File: src/design/fbpa_pkg.sv
// ---------------------------------------------------------------------------
// fbpa_pkg: shared constants for the fixed block pool allocator
// Field widths, default pool geometry, command kinds and status codes.
// ---------------------------------------------------------------------------
package fbpa_pkg;

  // Pool geometry defaults
  localparam int FBPA_BLOCK_BYTES = 64;
  localparam int FBPA_NUM_BLOCKS  = 16;

  // Port field widths
  localparam int ADDR_W   = 32;
  localparam int STATUS_W = 3;
  localparam int NUMBER_W = 4;
  localparam int COUNT_W  = 5;

  // Depth of the queue between front and back
  localparam int QUEUE_DEPTH = 2;

  // Command kinds handed from front to back
  localparam int KIND_W = 2;
  localparam logic [KIND_W-1:0] KIND_ALLOC = 2'd0;
  localparam logic [KIND_W-1:0] KIND_FREE  = 2'd1;
  localparam logic [KIND_W-1:0] KIND_NULL  = 2'd2;
  localparam logic [KIND_W-1:0] KIND_BAD   = 2'd3;

  // Result status codes
  localparam logic [STATUS_W-1:0] ST_OK        = 3'd0;
  localparam logic [STATUS_W-1:0] ST_EXHAUSTED = 3'd1;
  localparam logic [STATUS_W-1:0] ST_INVALID   = 3'd2;
  localparam logic [STATUS_W-1:0] ST_NULL      = 3'd3;
  localparam logic [STATUS_W-1:0] ST_FULL      = 3'd4;

  // Occupancy of a queue as seen by its producer and consumer
  typedef struct packed {
    logic full;
    logic not_empty;
  } fbpa_qstat_t;

endpackage

File: src/design/fbpa_ram.sv
// ---------------------------------------------------------------------------
// fbpa_ram: generic single-write, single-read RAM
// One write port and one read port; read data is registered and holds
// until the next read.
// ---------------------------------------------------------------------------
module fbpa_ram #(
  parameter int WIDTH = 8,
  parameter int DEPTH = 16,
  parameter int AW    = (DEPTH > 1) ? $clog2(DEPTH) : 1
) (
  input  logic             clk,
  input  logic             we,
  input  logic [AW-1:0]    waddr,
  input  logic [WIDTH-1:0] wdata,
  input  logic             re,
  input  logic [AW-1:0]    raddr,
  output logic [WIDTH-1:0] rdata
);

  logic [WIDTH-1:0] mem_r [DEPTH];
  logic [WIDTH-1:0] rdata_r;

  always_ff @(posedge clk) begin
    if (we) begin
      mem_r[waddr] <= wdata;
    end
    if (re) begin
      rdata_r <= mem_r[raddr];
    end
  end

  assign rdata = rdata_r;

endmodule

File: src/design/fbpa_front.sv
// ---------------------------------------------------------------------------
// fbpa_front: request intake and classification
// Takes requests, works out the pool offset and block index of a free
// request, checks null, range and alignment, and emits one command per item.
// ---------------------------------------------------------------------------
module fbpa_front #(
  parameter int BLOCK_BYTES = fbpa_pkg::FBPA_BLOCK_BYTES,
  parameter int NUM_BLOCKS  = fbpa_pkg::FBPA_NUM_BLOCKS,
  parameter int IDX_W       = (NUM_BLOCKS > 1) ? $clog2(NUM_BLOCKS) : 1
) (
  input  logic                        clk,
  input  logic                        rst_n,
  input  logic [fbpa_pkg::ADDR_W-1:0] pool_base,
  input  logic                        in_valid,
  output logic                        in_stall,
  input  logic                        in_opcode,
  input  logic [fbpa_pkg::ADDR_W-1:0] in_free_address,
  output logic                        cmd_valid,
  output logic [fbpa_pkg::KIND_W-1:0] cmd_kind,
  output logic [IDX_W-1:0]            cmd_idx,
  input  fbpa_pkg::fbpa_qstat_t       q_stat
);

  import fbpa_pkg::*;

  localparam int POOL_BYTES = NUM_BLOCKS * BLOCK_BYTES;
  localparam int OFF_W      = (POOL_BYTES > 1) ? $clog2(POOL_BYTES) : 1;
  localparam int BB_LOG     = $clog2(BLOCK_BYTES);
  localparam int SH         = OFF_W + BB_LOG;
  // Reciprocal of the block size, exact for every offset below 2^OFF_W
  localparam logic [63:0] RECIP64 =
      ((64'd1 << SH) + 64'(BLOCK_BYTES) - 64'd1) / 64'(BLOCK_BYTES);
  localparam logic [OFF_W:0] RECIP = RECIP64[OFF_W:0];
  localparam int PROD_W = 2 * OFF_W + 1;

  logic [ADDR_W-1:0] offset;
  logic              s1_ready;
  logic              s2_ready;
  logic              accept;

  logic              s1_v_r, s1_v_nxt;
  logic              s1_op_r, s1_null_r, s1_range_r;
  logic [OFF_W-1:0]  s1_off_r;

  logic              s2_v_r, s2_v_nxt;
  logic              s2_op_r, s2_null_r, s2_range_r;
  logic [OFF_W-1:0]  s2_off_r;
  logic [IDX_W-1:0]  s2_idx_r;

  logic [PROD_W-1:0] prod;
  logic [OFF_W-1:0]  back_off;
  logic              aligned;

  assign s2_ready = !s2_v_r || !q_stat.full;
  assign s1_ready = !s1_v_r || s2_ready;
  assign in_stall = !s1_ready;
  assign accept   = in_valid && s1_ready;

  assign offset = in_free_address - pool_base;
  assign prod   = PROD_W'(s1_off_r) * PROD_W'(RECIP);

  always_comb begin
    s1_v_nxt = s1_v_r;
    if (accept) begin
      s1_v_nxt = 1'b1;
    end else if (s2_ready) begin
      s1_v_nxt = 1'b0;
    end
    s2_v_nxt = s2_v_r;
    if (s2_ready) begin
      s2_v_nxt = s1_v_r;
    end
  end

  always_ff @(posedge clk) begin
    if (!rst_n) begin
      s1_v_r <= 1'b0;
      s2_v_r <= 1'b0;
    end else begin
      s1_v_r <= s1_v_nxt;
      s2_v_r <= s2_v_nxt;
    end
  end

  always_ff @(posedge clk) begin
    if (accept) begin
      s1_op_r    <= in_opcode;
      s1_null_r  <= (in_free_address == '0);
      s1_range_r <= (offset < ADDR_W'(POOL_BYTES));
      s1_off_r   <= offset[OFF_W-1:0];
    end
    if (s2_ready && s1_v_r) begin
      s2_op_r    <= s1_op_r;
      s2_null_r  <= s1_null_r;
      s2_range_r <= s1_range_r;
      s2_off_r   <= s1_off_r;
      s2_idx_r   <= IDX_W'(prod >> SH);
    end
  end

  // An offset is aligned when the index scaled back gives it exactly
  assign back_off = OFF_W'(OFF_W'(s2_idx_r) * OFF_W'(BLOCK_BYTES));
  assign aligned  = (back_off == s2_off_r);

  always_comb begin
    if (!s2_op_r) begin
      cmd_kind = KIND_ALLOC;
    end else if (s2_null_r) begin
      cmd_kind = KIND_NULL;
    end else if (!s2_range_r || !aligned) begin
      cmd_kind = KIND_BAD;
    end else begin
      cmd_kind = KIND_FREE;
    end
  end

  assign cmd_valid = s2_v_r;
  assign cmd_idx   = s2_idx_r;

endmodule

File: src/design/fbpa_fifo.sv
// ---------------------------------------------------------------------------
// fbpa_fifo: short command queue between front and back
// Register-based ring; push when not full, pop when not empty.
// ---------------------------------------------------------------------------
module fbpa_fifo #(
  parameter int DATA_W = 8,
  parameter int DEPTH  = fbpa_pkg::QUEUE_DEPTH
) (
  input  logic                  clk,
  input  logic                  rst_n,
  input  logic                  push,
  input  logic [DATA_W-1:0]     push_data,
  input  logic                  pop,
  output logic [DATA_W-1:0]     pop_data,
  output fbpa_pkg::fbpa_qstat_t stat
);

  import fbpa_pkg::*;

  localparam int PTR_W = (DEPTH > 1) ? $clog2(DEPTH) : 1;
  localparam int CNT_W = $clog2(DEPTH + 1);

  logic [DATA_W-1:0] slot_r [DEPTH];
  logic [PTR_W-1:0]  wr_ptr_r, wr_ptr_nxt;
  logic [PTR_W-1:0]  rd_ptr_r, rd_ptr_nxt;
  logic [CNT_W-1:0]  count_r, count_nxt;
  logic              do_push;
  logic              do_pop;

  assign stat.full      = (count_r == CNT_W'(DEPTH));
  assign stat.not_empty = (count_r != '0);
  assign do_push        = push && !stat.full;
  assign do_pop         = pop && stat.not_empty;
  assign pop_data       = slot_r[rd_ptr_r];

  always_comb begin
    wr_ptr_nxt = wr_ptr_r;
    rd_ptr_nxt = rd_ptr_r;
    count_nxt  = count_r;
    if (do_push) begin
      wr_ptr_nxt = (wr_ptr_r == PTR_W'(DEPTH - 1)) ? '0 : wr_ptr_r + 1'b1;
    end
    if (do_pop) begin
      rd_ptr_nxt = (rd_ptr_r == PTR_W'(DEPTH - 1)) ? '0 : rd_ptr_r + 1'b1;
    end
    if (do_push && !do_pop) begin
      count_nxt = count_r + 1'b1;
    end else if (do_pop && !do_push) begin
      count_nxt = count_r - 1'b1;
    end
  end

  always_ff @(posedge clk) begin
    if (!rst_n) begin
      wr_ptr_r <= '0;
      rd_ptr_r <= '0;
      count_r  <= '0;
    end else begin
      wr_ptr_r <= wr_ptr_nxt;
      rd_ptr_r <= rd_ptr_nxt;
      count_r  <= count_nxt;
    end
  end

  always_ff @(posedge clk) begin
    if (do_push) begin
      slot_r[wr_ptr_r] <= push_data;
    end
  end

endmodule

File: src/design/fbpa_back.sv
// ---------------------------------------------------------------------------
// fbpa_back: free-index stack and result formation
// Pops or pushes the stack in RAM, keeps the free and in-use counts,
// and builds the result item in an output register.
// ---------------------------------------------------------------------------
module fbpa_back #(
  parameter int BLOCK_BYTES = fbpa_pkg::FBPA_BLOCK_BYTES,
  parameter int NUM_BLOCKS  = fbpa_pkg::FBPA_NUM_BLOCKS,
  parameter int IDX_W       = (NUM_BLOCKS > 1) ? $clog2(NUM_BLOCKS) : 1
) (
  input  logic                          clk,
  input  logic                          rst_n,
  input  logic [fbpa_pkg::ADDR_W-1:0]   pool_base,
  input  logic                          cmd_valid,
  input  logic [fbpa_pkg::KIND_W-1:0]   cmd_kind,
  input  logic [IDX_W-1:0]              cmd_idx,
  output logic                          cmd_take,
  output logic                          out_valid,
  input  logic                          out_stall,
  output logic [fbpa_pkg::STATUS_W-1:0] out_status,
  output logic [fbpa_pkg::ADDR_W-1:0]   out_block_address,
  output logic [fbpa_pkg::NUMBER_W-1:0] out_block_number,
  output logic [fbpa_pkg::COUNT_W-1:0]  out_blocks_in_use,
  output logic [fbpa_pkg::COUNT_W-1:0]  out_blocks_free
);

  import fbpa_pkg::*;

  localparam int CNT_W = $clog2(NUM_BLOCKS + 1);
  localparam logic [CNT_W-1:0] NUM_C = CNT_W'(NUM_BLOCKS);

  // Stack state; low_r is the lowest depth reached since reset; entries
  // below it were never written and stand for index i (entry i)
  logic [CNT_W-1:0]    fe_r, fe_nxt;
  logic [CNT_W-1:0]    use_r, use_nxt;
  logic [CNT_W-1:0]    low_r, low_nxt;
  logic [CNT_W-1:0]    pos_pop;

  logic                ram_we, ram_re;
  logic [IDX_W-1:0]    ram_waddr;
  logic [IDX_W-1:0]    ram_rdata;

  logic                adv_out;
  logic                b_ready;

  logic                b_v_r, b_v_nxt;
  logic [STATUS_W-1:0] b_status_r, b_status_nxt;
  logic                b_pop_r, b_pop_nxt;
  logic                b_ram_r, b_ram_nxt;
  logic [IDX_W-1:0]    b_idx_r, b_idx_nxt;
  logic [CNT_W-1:0]    b_use_r;
  logic [CNT_W-1:0]    b_fe_r;

  logic [IDX_W-1:0]    fin_idx;
  logic [ADDR_W-1:0]   fin_addr;
  logic [IDX_W+NUMBER_W-1:0] num_wide;
  logic [CNT_W+COUNT_W-1:0]  use_wide;
  logic [CNT_W+COUNT_W-1:0]  fe_wide;

  logic                out_v_r;
  logic [STATUS_W-1:0] out_status_r;
  logic [ADDR_W-1:0]   out_addr_r;
  logic [NUMBER_W-1:0] out_num_r;
  logic [COUNT_W-1:0]  out_use_r;
  logic [COUNT_W-1:0]  out_fe_r;

  assign adv_out  = !out_v_r || !out_stall;
  assign b_ready  = !b_v_r || adv_out;
  assign cmd_take = cmd_valid && b_ready;
  assign pos_pop  = fe_r - 1'b1;

  always_comb begin
    fe_nxt       = fe_r;
    use_nxt      = use_r;
    low_nxt      = low_r;
    ram_we       = 1'b0;
    ram_re       = 1'b0;
    ram_waddr    = fe_r[IDX_W-1:0];
    b_status_nxt = b_status_r;
    b_pop_nxt    = b_pop_r;
    b_ram_nxt    = b_ram_r;
    b_idx_nxt    = b_idx_r;
    if (cmd_take) begin
      b_pop_nxt = 1'b0;
      b_ram_nxt = 1'b0;
      b_idx_nxt = '0;
      case (cmd_kind)
        KIND_ALLOC: begin
          if (fe_r == '0) begin
            b_status_nxt = ST_EXHAUSTED;
          end else begin
            b_status_nxt = ST_OK;
            ram_re       = 1'b1;
            fe_nxt       = pos_pop;
            use_nxt      = use_r + 1'b1;
            low_nxt      = (pos_pop < low_r) ? pos_pop : low_r;
            b_pop_nxt    = 1'b1;
            b_ram_nxt    = (pos_pop >= low_r);
            b_idx_nxt    = pos_pop[IDX_W-1:0];
          end
        end
        KIND_FREE: begin
          b_idx_nxt = cmd_idx;
          if (fe_r >= NUM_C) begin
            b_status_nxt = ST_FULL;
          end else begin
            b_status_nxt = ST_OK;
            ram_we       = 1'b1;
            fe_nxt       = fe_r + 1'b1;
            use_nxt      = (use_r != '0) ? use_r - 1'b1 : use_r;
          end
        end
        KIND_NULL: begin
          b_status_nxt = ST_NULL;
        end
        default: begin
          b_status_nxt = ST_INVALID;
        end
      endcase
    end
    b_v_nxt = b_v_r;
    if (cmd_take) begin
      b_v_nxt = 1'b1;
    end else if (adv_out) begin
      b_v_nxt = 1'b0;
    end
  end

  fbpa_ram #(
    .WIDTH (IDX_W),
    .DEPTH (NUM_BLOCKS),
    .AW    (IDX_W)
  ) u_stack (
    .clk   (clk),
    .we    (ram_we),
    .waddr (ram_waddr),
    .wdata (cmd_idx),
    .re    (ram_re),
    .raddr (pos_pop[IDX_W-1:0]),
    .rdata (ram_rdata)
  );

  // Popped index comes from RAM only where that depth was written since reset
  assign fin_idx  = (b_pop_r && b_ram_r) ? ram_rdata : b_idx_r;
  assign fin_addr = b_pop_r ?
      pool_base + ADDR_W'(ADDR_W'(fin_idx) * ADDR_W'(BLOCK_BYTES)) : '0;
  assign num_wide = {{NUMBER_W{1'b0}}, fin_idx};
  assign use_wide = {{COUNT_W{1'b0}}, b_use_r};
  assign fe_wide  = {{COUNT_W{1'b0}}, b_fe_r};

  always_ff @(posedge clk) begin
    if (!rst_n) begin
      fe_r    <= NUM_C;
      use_r   <= '0;
      low_r   <= NUM_C;
      b_v_r   <= 1'b0;
      out_v_r <= 1'b0;
    end else begin
      fe_r  <= fe_nxt;
      use_r <= use_nxt;
      low_r <= low_nxt;
      b_v_r <= b_v_nxt;
      if (adv_out) begin
        out_v_r <= b_v_r;
      end
    end
  end

  always_ff @(posedge clk) begin
    b_status_r <= b_status_nxt;
    b_pop_r    <= b_pop_nxt;
    b_ram_r    <= b_ram_nxt;
    b_idx_r    <= b_idx_nxt;
    if (cmd_take) begin
      b_use_r <= use_nxt;
      b_fe_r  <= fe_nxt;
    end
    if (adv_out && b_v_r) begin
      out_status_r <= b_status_r;
      out_addr_r   <= fin_addr;
      out_num_r    <= num_wide[NUMBER_W-1:0];
      out_use_r    <= use_wide[COUNT_W-1:0];
      out_fe_r     <= fe_wide[COUNT_W-1:0];
    end
  end

  assign out_valid         = out_v_r;
  assign out_status        = out_status_r;
  assign out_block_address = out_addr_r;
  assign out_block_number  = out_num_r;
  assign out_blocks_in_use = out_use_r;
  assign out_blocks_free   = out_fe_r;

  a_count_sum: assert property (@(posedge clk) disable iff (!rst_n)
      (CNT_W + 1)'(fe_r) + (CNT_W + 1)'(use_r) <= (CNT_W + 1)'(NUM_BLOCKS))
    else $error("free plus in-use count exceeds pool size");

  a_low_mark: assert property (@(posedge clk) disable iff (!rst_n)
      low_r <= fe_r)
    else $error("low mark above stack depth");

  a_result_held: assert property (@(posedge clk) disable iff (!rst_n)
      out_v_r && out_stall |=> out_v_r)
    else $error("stalled result dropped");

endmodule

File: src/design/fixed_block_pool_allocator_top.sv
// ---------------------------------------------------------------------------
// fixed_block_pool_allocator_top: fixed-size block pool allocator
// LIFO stack of free block indices; allocate pops, free checks and pushes.
//
//   channel | signals                                        | direction
//   --------+------------------------------------------------+----------
//   cfg     | cfg_wr_en, cfg_wr_data (pool base address)     | in
//   in      | in_valid/in_stall, in_opcode, in_free_address  | in
//   out     | out_valid/out_stall, status, address, counts   | out
//
// One item per cycle sustained while neither side stalls; an item runs from
// accept to result through two front stages (offset, reciprocal multiply),
// the queue, the stack RAM access and the output register.
// Synchronous active-low reset: stack full, nothing in use, base zero.
// No clearing pass: untouched stack entries are tracked by a low mark.
// Either side may stall; a two-entry queue decouples front from back.
// ---------------------------------------------------------------------------
module fixed_block_pool_allocator_top #(
  parameter int BLOCK_BYTES = fbpa_pkg::FBPA_BLOCK_BYTES,
  parameter int NUM_BLOCKS  = fbpa_pkg::FBPA_NUM_BLOCKS
) (
  input  logic                          clk,
  input  logic                          rst_n,
  input  logic                          cfg_wr_en,
  input  logic [fbpa_pkg::ADDR_W-1:0]   cfg_wr_data,
  input  logic                          in_valid,
  output logic                          in_stall,
  input  logic                          in_opcode,
  input  logic [fbpa_pkg::ADDR_W-1:0]   in_free_address,
  output logic                          out_valid,
  input  logic                          out_stall,
  output logic [fbpa_pkg::STATUS_W-1:0] out_status,
  output logic [fbpa_pkg::ADDR_W-1:0]   out_block_address,
  output logic [fbpa_pkg::NUMBER_W-1:0] out_block_number,
  output logic [fbpa_pkg::COUNT_W-1:0]  out_blocks_in_use,
  output logic [fbpa_pkg::COUNT_W-1:0]  out_blocks_free
);

  import fbpa_pkg::*;

  localparam int IDX_W = (NUM_BLOCKS > 1) ? $clog2(NUM_BLOCKS) : 1;
  localparam int CMD_W = KIND_W + IDX_W;

  logic [ADDR_W-1:0] pool_base_r;
  logic              f_valid;
  logic [KIND_W-1:0] f_kind;
  logic [IDX_W-1:0]  f_idx;
  fbpa_qstat_t       q_stat;
  logic [CMD_W-1:0]  q_data;
  logic              b_take;

  always_ff @(posedge clk) begin
    if (!rst_n) begin
      pool_base_r <= '0;
    end else if (cfg_wr_en) begin
      pool_base_r <= cfg_wr_data;
    end
  end

  fbpa_front #(
    .BLOCK_BYTES (BLOCK_BYTES),
    .NUM_BLOCKS  (NUM_BLOCKS),
    .IDX_W       (IDX_W)
  ) u_front (
    .clk             (clk),
    .rst_n           (rst_n),
    .pool_base       (pool_base_r),
    .in_valid        (in_valid),
    .in_stall        (in_stall),
    .in_opcode       (in_opcode),
    .in_free_address (in_free_address),
    .cmd_valid       (f_valid),
    .cmd_kind        (f_kind),
    .cmd_idx         (f_idx),
    .q_stat          (q_stat)
  );

  fbpa_fifo #(
    .DATA_W (CMD_W),
    .DEPTH  (QUEUE_DEPTH)
  ) u_queue (
    .clk       (clk),
    .rst_n     (rst_n),
    .push      (f_valid),
    .push_data ({f_kind, f_idx}),
    .pop       (b_take),
    .pop_data  (q_data),
    .stat      (q_stat)
  );

  fbpa_back #(
    .BLOCK_BYTES (BLOCK_BYTES),
    .NUM_BLOCKS  (NUM_BLOCKS),
    .IDX_W       (IDX_W)
  ) u_back (
    .clk               (clk),
    .rst_n             (rst_n),
    .pool_base         (pool_base_r),
    .cmd_valid         (q_stat.not_empty),
    .cmd_kind          (q_data[CMD_W-1:IDX_W]),
    .cmd_idx           (q_data[IDX_W-1:0]),
    .cmd_take          (b_take),
    .out_valid         (out_valid),
    .out_stall         (out_stall),
    .out_status        (out_status),
    .out_block_address (out_block_address),
    .out_block_number  (out_block_number),
    .out_blocks_in_use (out_blocks_in_use),
    .out_blocks_free   (out_blocks_free)
  );

endmodule
File: config.mk
export PLATFORM = sky130hd
export DESIGN_NAME = fixed_block_pool_allocator_top
export DESIGN_NICKNAME = d
export VERILOG_FILES = /design/src/design/fbpa_pkg.sv /design/src/design/fbpa_ram.sv /design/src/design/fbpa_front.sv /design/src/design/fbpa_fifo.sv /design/src/design/fbpa_back.sv /design/src/design/fixed_block_pool_allocator_top.sv
export SDC_FILE = /design/constraint.sdc
export NUM_CORES = 1
export LEC_CHECK = 0
export BUFFER_PORTS_ARGS = -buffer_cell sky130_fd_sc_hd__clkbuf_2
export CORE_MARGIN = 1
export CORE_UTILIZATION = 60
export CTS_CLUSTER_SIZE = 12
export DETAILED_ROUTE_END_ITERATION = 10
export PLACE_DENSITY_LB_ADDON = 0.1
export SLEW_MARGIN = 20
export SYNTH_ARGS = -nofsm -noshare
export SYNTH_HDL_FRONTEND = slang
export SYNTH_SLANG_ARGS = --single-unit
File: constraint.sdc
create_clock -name clk -period 15.2 [get_ports clk]
set_input_delay 3.04 -clock clk [delete_from_list [all_inputs] [get_ports clk]]
set_output_delay 3.04 -clock clk [all_outputs]
set_load 0.01 [all_outputs]
Word level (Yosys, flattened, before mapping)
Memory sizes are Yosys's and may differ from the RTL's. A register that Yosys moved wholly into a read port is not among the register bits.
Cells that the tools add are included.
- output and inout bits: 51
- register bits after elaboration: 153
- bits in read-only memories: 0
- input bits: 70
- RAM bits: 76
- logic and storage cells: 126
- latch bits: 0
- memories kept: 2
- memory list (name ; depth ; width ; read ports ; clocked after memory_dff ; write ports ; line ; source):
    u_back.u_stack.mem_r ; 16 ; 4 ; 1 ; 1 ; 1 ; fbpa_ram.sv:20 ; logic [WIDTH-1:0] mem_r [DEPTH];
    u_queue.slot_r ; 2 ; 6 ; 1 ; 1 ; 1 ; fbpa_fifo.sv:23 ; logic [DATA_W-1:0] slot_r [DEPTH];
- add/sub/neg operators: 10
- bitwise operators: 2
- div/mod/pow operators: 0
- multiplexer cells: 38
- reductions and logical operators: 35
- order comparisons: 4
- $mul: 0
- eq/ne operators: 4
- shift-type cells: 0
- operators with widths (operator ; count):
    $mux 5 ; 7
    $add 32x10->32 ; 1
    $logic_not 32->1 ; 1
    $lt 32x11->1 const B ; 1
    $sub 32x32->32 ; 1
    $pmux 5 s2 ; 2
    $mux 1 ; 19
    $logic_not 1->1 ; 11
    $add 5x1->5 const B ; 2
    $eq 10x10->1 ; 1
    $mux 2 ; 5
    $sub 5x1->5 const B ; 2
    $logic_and 1x1->1 ; 9
    $pmux 3 s3 ; 1
    $mux 4 ; 2
    $pmux 4 s2 ; 1
    $reduce_bool 2->1 ; 4
    $ge 5x5->1 ; 1
    $ge 5x5->1 const B ; 1
    $logic_not 5->1 ; 1
    $logic_or 1x1->1 ; 5
    $lt 5x5->1 ; 1
    $reduce_bool 5->1 ; 1
    $eq 2x2->1 const B ; 2
    other kinds (9) ; 11

Depth between registers and ports, before layout
- depth after elaboration: 8
- depth in mapped cells: 15
- gate-level depth less buffers: 15

By module
From an unflattened synthesis, not the netlist that was laid out.
- cells, all modules: 1031
- area total of the unflattened synthesis: 12051.6 µm²
- modules (own cells, without submodules) (module ; seq. area each (µm²) ; area an instance (µm²) ; times used ; cells each):
    fbpa_back ; 2382.3 ; 4269.1 ; 1 ; 358
    fbpa_front ; 820.8 ; 3164.3 ; 1 ; 396
    fbpa_ram ; 2042.0 ; 2706.3 ; 1 ; 130
    fixed_block_pool_allocator_top ; 640.6 ; 1243.7 ; 1 ; 103
    fbpa_fifo ; 460.4 ; 668.1 ; 1 ; 44

Worst setup path after synthesis
Ideal clock, no wire load.
- path kind: in2reg
- start: input port out_stall
- end: register u_back.out_addr_r[0], in the netlist u_back.out_block_address[0] (enable)
- library setup time: 0.530 ns
- required time: 14.670 ns
- data arrival time: 6.634 ns
- path buffers: 0
- stages: 1
- path slack: 8.035 ns
- cell sequence: a21boi_0
- cells in the longest elaborated chain, start to end: 3
- RTL lines (element ; line ; source):
    from (decl) ; fixed_block_pool_allocator_top.sv:31 ; input logic out_stall,
    $logic_not 1->1 ; fbpa_back.sv:67 ; assign adv_out = !out_v_r || !out_stall;
    $logic_or 1x1->1 ; fbpa_back.sv:67 ;
    $logic_and 1x1->1 ; fbpa_back.sv:178 ; if (adv_out && b_v_r) begin
    to (signal assigned) ; fbpa_back.sv:180 ; out_addr_r <= fin_addr;
    to (decl) ; fbpa_back.sv:62 ; logic [ADDR_W-1:0] out_addr_r;
No other way between the ends.
A chain may end at the register's enable or synchronous reset.

Final worst setup path
- start: input port in_free_address[0] (netlist bit)
- end: register u_front.s1_range_r (data pin)
- cells in the longest elaborated chain, start to end: 2
- RTL lines (element ; line ; source):
    from (decl) ; fixed_block_pool_allocator_top.sv:29 ; input logic [fbpa_pkg::ADDR_W-1:0] in_free_address,
    $sub 32x32->32 ; fbpa_front.sv:59 ; assign offset = in_free_address - pool_base;
    $lt 32x11->1 ; fbpa_front.sv:89 ; s1_range_r <= (offset < ADDR_W'(POOL_BYTES));
    to (signal assigned) ; fbpa_front.sv:89 ;
    to (decl) ; fbpa_front.sv:42 ; logic s1_op_r, s1_null_r, s1_range_r;
No other way between the ends.

==> flow_summary.yaml <==
cells_and_area:
  final_cell_mix: "edfxtp_1, clkbuf_2, nor2_1"
  num-nets-final: 1179
  drive_gt1_share_pct: 19.14
  fillers: 1306
  layout_commonest_cell: "edfxtp_1"
  area_growth_pct: 14.36
  diodes: 0
  instances_no_fill: 1305
yosys:
  synth-main-ff-cell: "edfxtp_1"
  syn_area_um2: 11230
  ys_types: 65
  synth_nets: 1056
  synth.avg_cell_area_um2: 12.02
  syn_inst: 935
  yosys_warnings: 0
  ys_seq_area_share_pct: 56.49
  synth_edf_count: 174
  yosys_register_bits: 230
  async_flop_share_pct: 0
cts:
  clkLatencyLatePin_ps: 530
  clkTransAtPathRegs_ps: 60
  cts_hold_buf: 0
  htree_levels: 1
  clock_sink_count: 230
  clk_path_buf_depth: 3
  tritoncts: "done"
  root_buffer: "clkbuf_16"
  cts_setup_buffers: 0
  cts_buffers: 25
  ctsResizeCount: 0
routing:
  wl_per_cell_um: 18.34
  wl_um: 23940
  post-route-drc-count: 2
  ant_nets: 0
  vias: 7501
  dr.pass1.iters: 8
  vias_per_cell: 5.748
  dr.first_iter.drc_count: 391
critical_path:
  cp-start-kind: "input pin"
  cp_common_cell: "inv_1"
  critPathKind: "input pin to flop"
  worstPathMaxFanout: 4
  cp_num_buf_inv: 3
  critPathRequiredTime_ps: 15550
  crit_family: "compound AO/OA/AOI/OAI gates"
  setup.worst_path.end_class: "flop"
  slowest_stage: "fa_1"
  arrival_ps: 5890
  path_cells: "clkbuf_2 -> inv_1 -> ha_1 -> inv_1 -> fa_1 -> a211oi_2 -> o21ai_1 -> a21o_1 -> a31oi_4 -> o21bai_1 -> xor2_1 -> nor4_1 -> and4_1 -> nand4_1 -> nor4_2"
  slowest_delay_ps: 420
die:
  start_util_pct: 61.91
  pin_count: 121
  die_h_um: 138.8
  die_area_um2: 19280
  die_x_um: 138.8
  core_area_um2: 18150
  row_count: 49
sta:
  setup_slack_ps: 9665
  final-hold-violation-count: 0
  max_freq_ghz: 0.1807
  post-route-min-period_ps: 5535
  rsz0062_at_grt: "false"
  slew_headroom_pct: 25.93
  setup_tns_ps: 0
  skew_ps: 18.69
  slew_viol_final: 0
  worst_pin_slew_ps: 1111
  setup_violations: 0
  min_period_over_period_pct: 36.41
placed_design:
  hpwl_um: 17610
  port_buffers: 120
  gp_congestion: 0.9509
  dp_slack_ps: 9188
  place_inst: 1260
grt:
  antenna_found_initial: 0
  grt_first_pass_wirelength_um: 38110
  grt_max_degree: 48
  grt_pass1_vias: 7336
  grtUsageTotal_pct: 25.07
  grt-ovfl-total: 0
hold_path:
  hp-class: "flop to flop"
power:
  powerDensity_nw_per_um2: 151.6
  leakage_nw: 4.833
  irDropWorstVdd_v: 0.00009636
run_status:
  outcome: "finished, violations left"
  violations: "DRC"
flow_run:
  drv_cap: 0
## routing by layer
metal | share of wire, % | GRT usage (%) | up-vias
li1 | - | - | 3677
met1 | 44 | 33.83 | 3585
met2 | 50 | 43.22 | 199
met3 | 3.7 | 2.624 | 40
met4 | 2.0 | 7.251 | 0
met5 | 0 | 0 | -
## metrics by stage
step | hold slack [ps] | utilization, % | power (W) | area, µm²
final | 408.5 | 70.79 | 0.001948 | 12850
after global routing | 421.5 | 70.79 | 0.002038 | 12850
after CTS | 409.6 | 70.77 | 0.001963 | 12840
after detailed placement | 404.5 | 66.37 | 0.001375 | 12040
after global placement | 400.8 | 66.37 | 0.001366 | 12040
after floorplan | 400.3 | - | 0.001210 | 11230
## state kept, by name, indices dropped and copies added, names as in the netlist, 2 cells and up, named ones only
name,flops
pool_base_r,32
u_back.b_fe_r,5
u_back.b_idx_r,4
u_back.b_status_r,3
u_back.b_use_r,5
u_back.fe_r,5
u_back.low_r,5
u_back.out_block_address,32
u_back.out_block_number,4
u_back.out_blocks_free,5
u_back.out_blocks_in_use,5
u_back.out_status,3
u_back.u_stack.mem_r,64
u_back.u_stack.rdata,4
u_back.use_r,5
u_front.cmd_idx,4
u_front.s1_off_r,10
u_front.s2_off_r,6
u_queue.count_r,2
u_queue.slot_r,12
## synth_stat cells (3+ instances only)
cell	count	share of area, %
edfxtp_1	174	47
nor2_1	98	3.3
inv_1	57	1.9
dfxtp_1	56	10
nand2_1	52	1.7
ha_1	49	5.5
a21oi_1	44	2.0
and2_1	42	2.3
xnor2_1	38	3.0
mux2i_1	37	3.3
o21ai_0	30	1.3
nor3_1	22	0.98
clkbuf_1	21	0.70
mux4_2	20	4.0
nand3_1	19	0.85
nand4_1	14	0.78
nor2b_1	14	0.78
xor2_1	14	1.1
nor4_1	13	0.72
a21o_1	11	0.74
mux2_2	8	0.80
a211oi_1	7	0.47
a31oi_1	7	0.39
and3_1	7	0.39
buf_1	5	0.17
nand2b_1	5	0.28
o211ai_1	5	0.33
o21a_1	5	0.33
o21ai_1	5	0.22
a21boi_0	4	0.27
o21bai_1	4	0.27
a31oi_4	3	0.57
nor4b_1	3	0.23
## area by class of cell
class	instances	area, µm²	share of cell area (%)
Sequential cell	230	6346	49.40
Multi-Input combinational cell	619	4564	35.53
Clock buffer	37	690.7	5.376
Timing Repair Buffer	125	638.1	4.967
Tap cell	229	286.5	2.230
Inverter	57	214.0	1.665
Clock inverter	8	107.6	0.8376
## cells by family after synthesis
logic type	share of synthesized area (%)
buffers and inverters	3.029
xor gates and xnor gates	4.054
muxes	8.108
AOI/OAI and AO/OA	9.355
DFF	56.49
and+or+nand+nor	13.15
adders and majority gates	5.814
## worst reg2reg max path, stage by stage, from the launching register on
cell and delay (ps):
edfxtp_1 320, buf_4 320, nand2_1 230, mux2_2 320, ha_1 170, inv_1 50
fa_1 380, nor2b_1 170, o21ai_0 130, nand2b_1 110, and2_1 300, nand2_1 170
or3_1 470, nor2_1 260, nand2_1 110, xnor2_1 120, and2_1 150
## path summary, 6_finish.rpt
path                                  end  depth (start not counted)  slack, ps           startpoint
max                    u_front.s1_range_r                         15       9670   in_free_address[0]
min reg2reg            u_front.cmd_idx[1]                          0        410  u_front.s1_off_r[7]
min                    u_front.cmd_idx[1]                          0        410  u_front.s1_off_r[7]
max reg2reg  u_back.out_block_address[28]                         16      11180       u_back.b_pop_r
## where the power goes
group | leakage, nW | switching, W | internal [W]
clock | 0.381 | 0.000236 | 0.000350
sequential | 2.08 | 0.0000418 | 0.000812
combinational | 2.37 | 0.000308 | 0.000201
(Power assumes the default switching activity.)
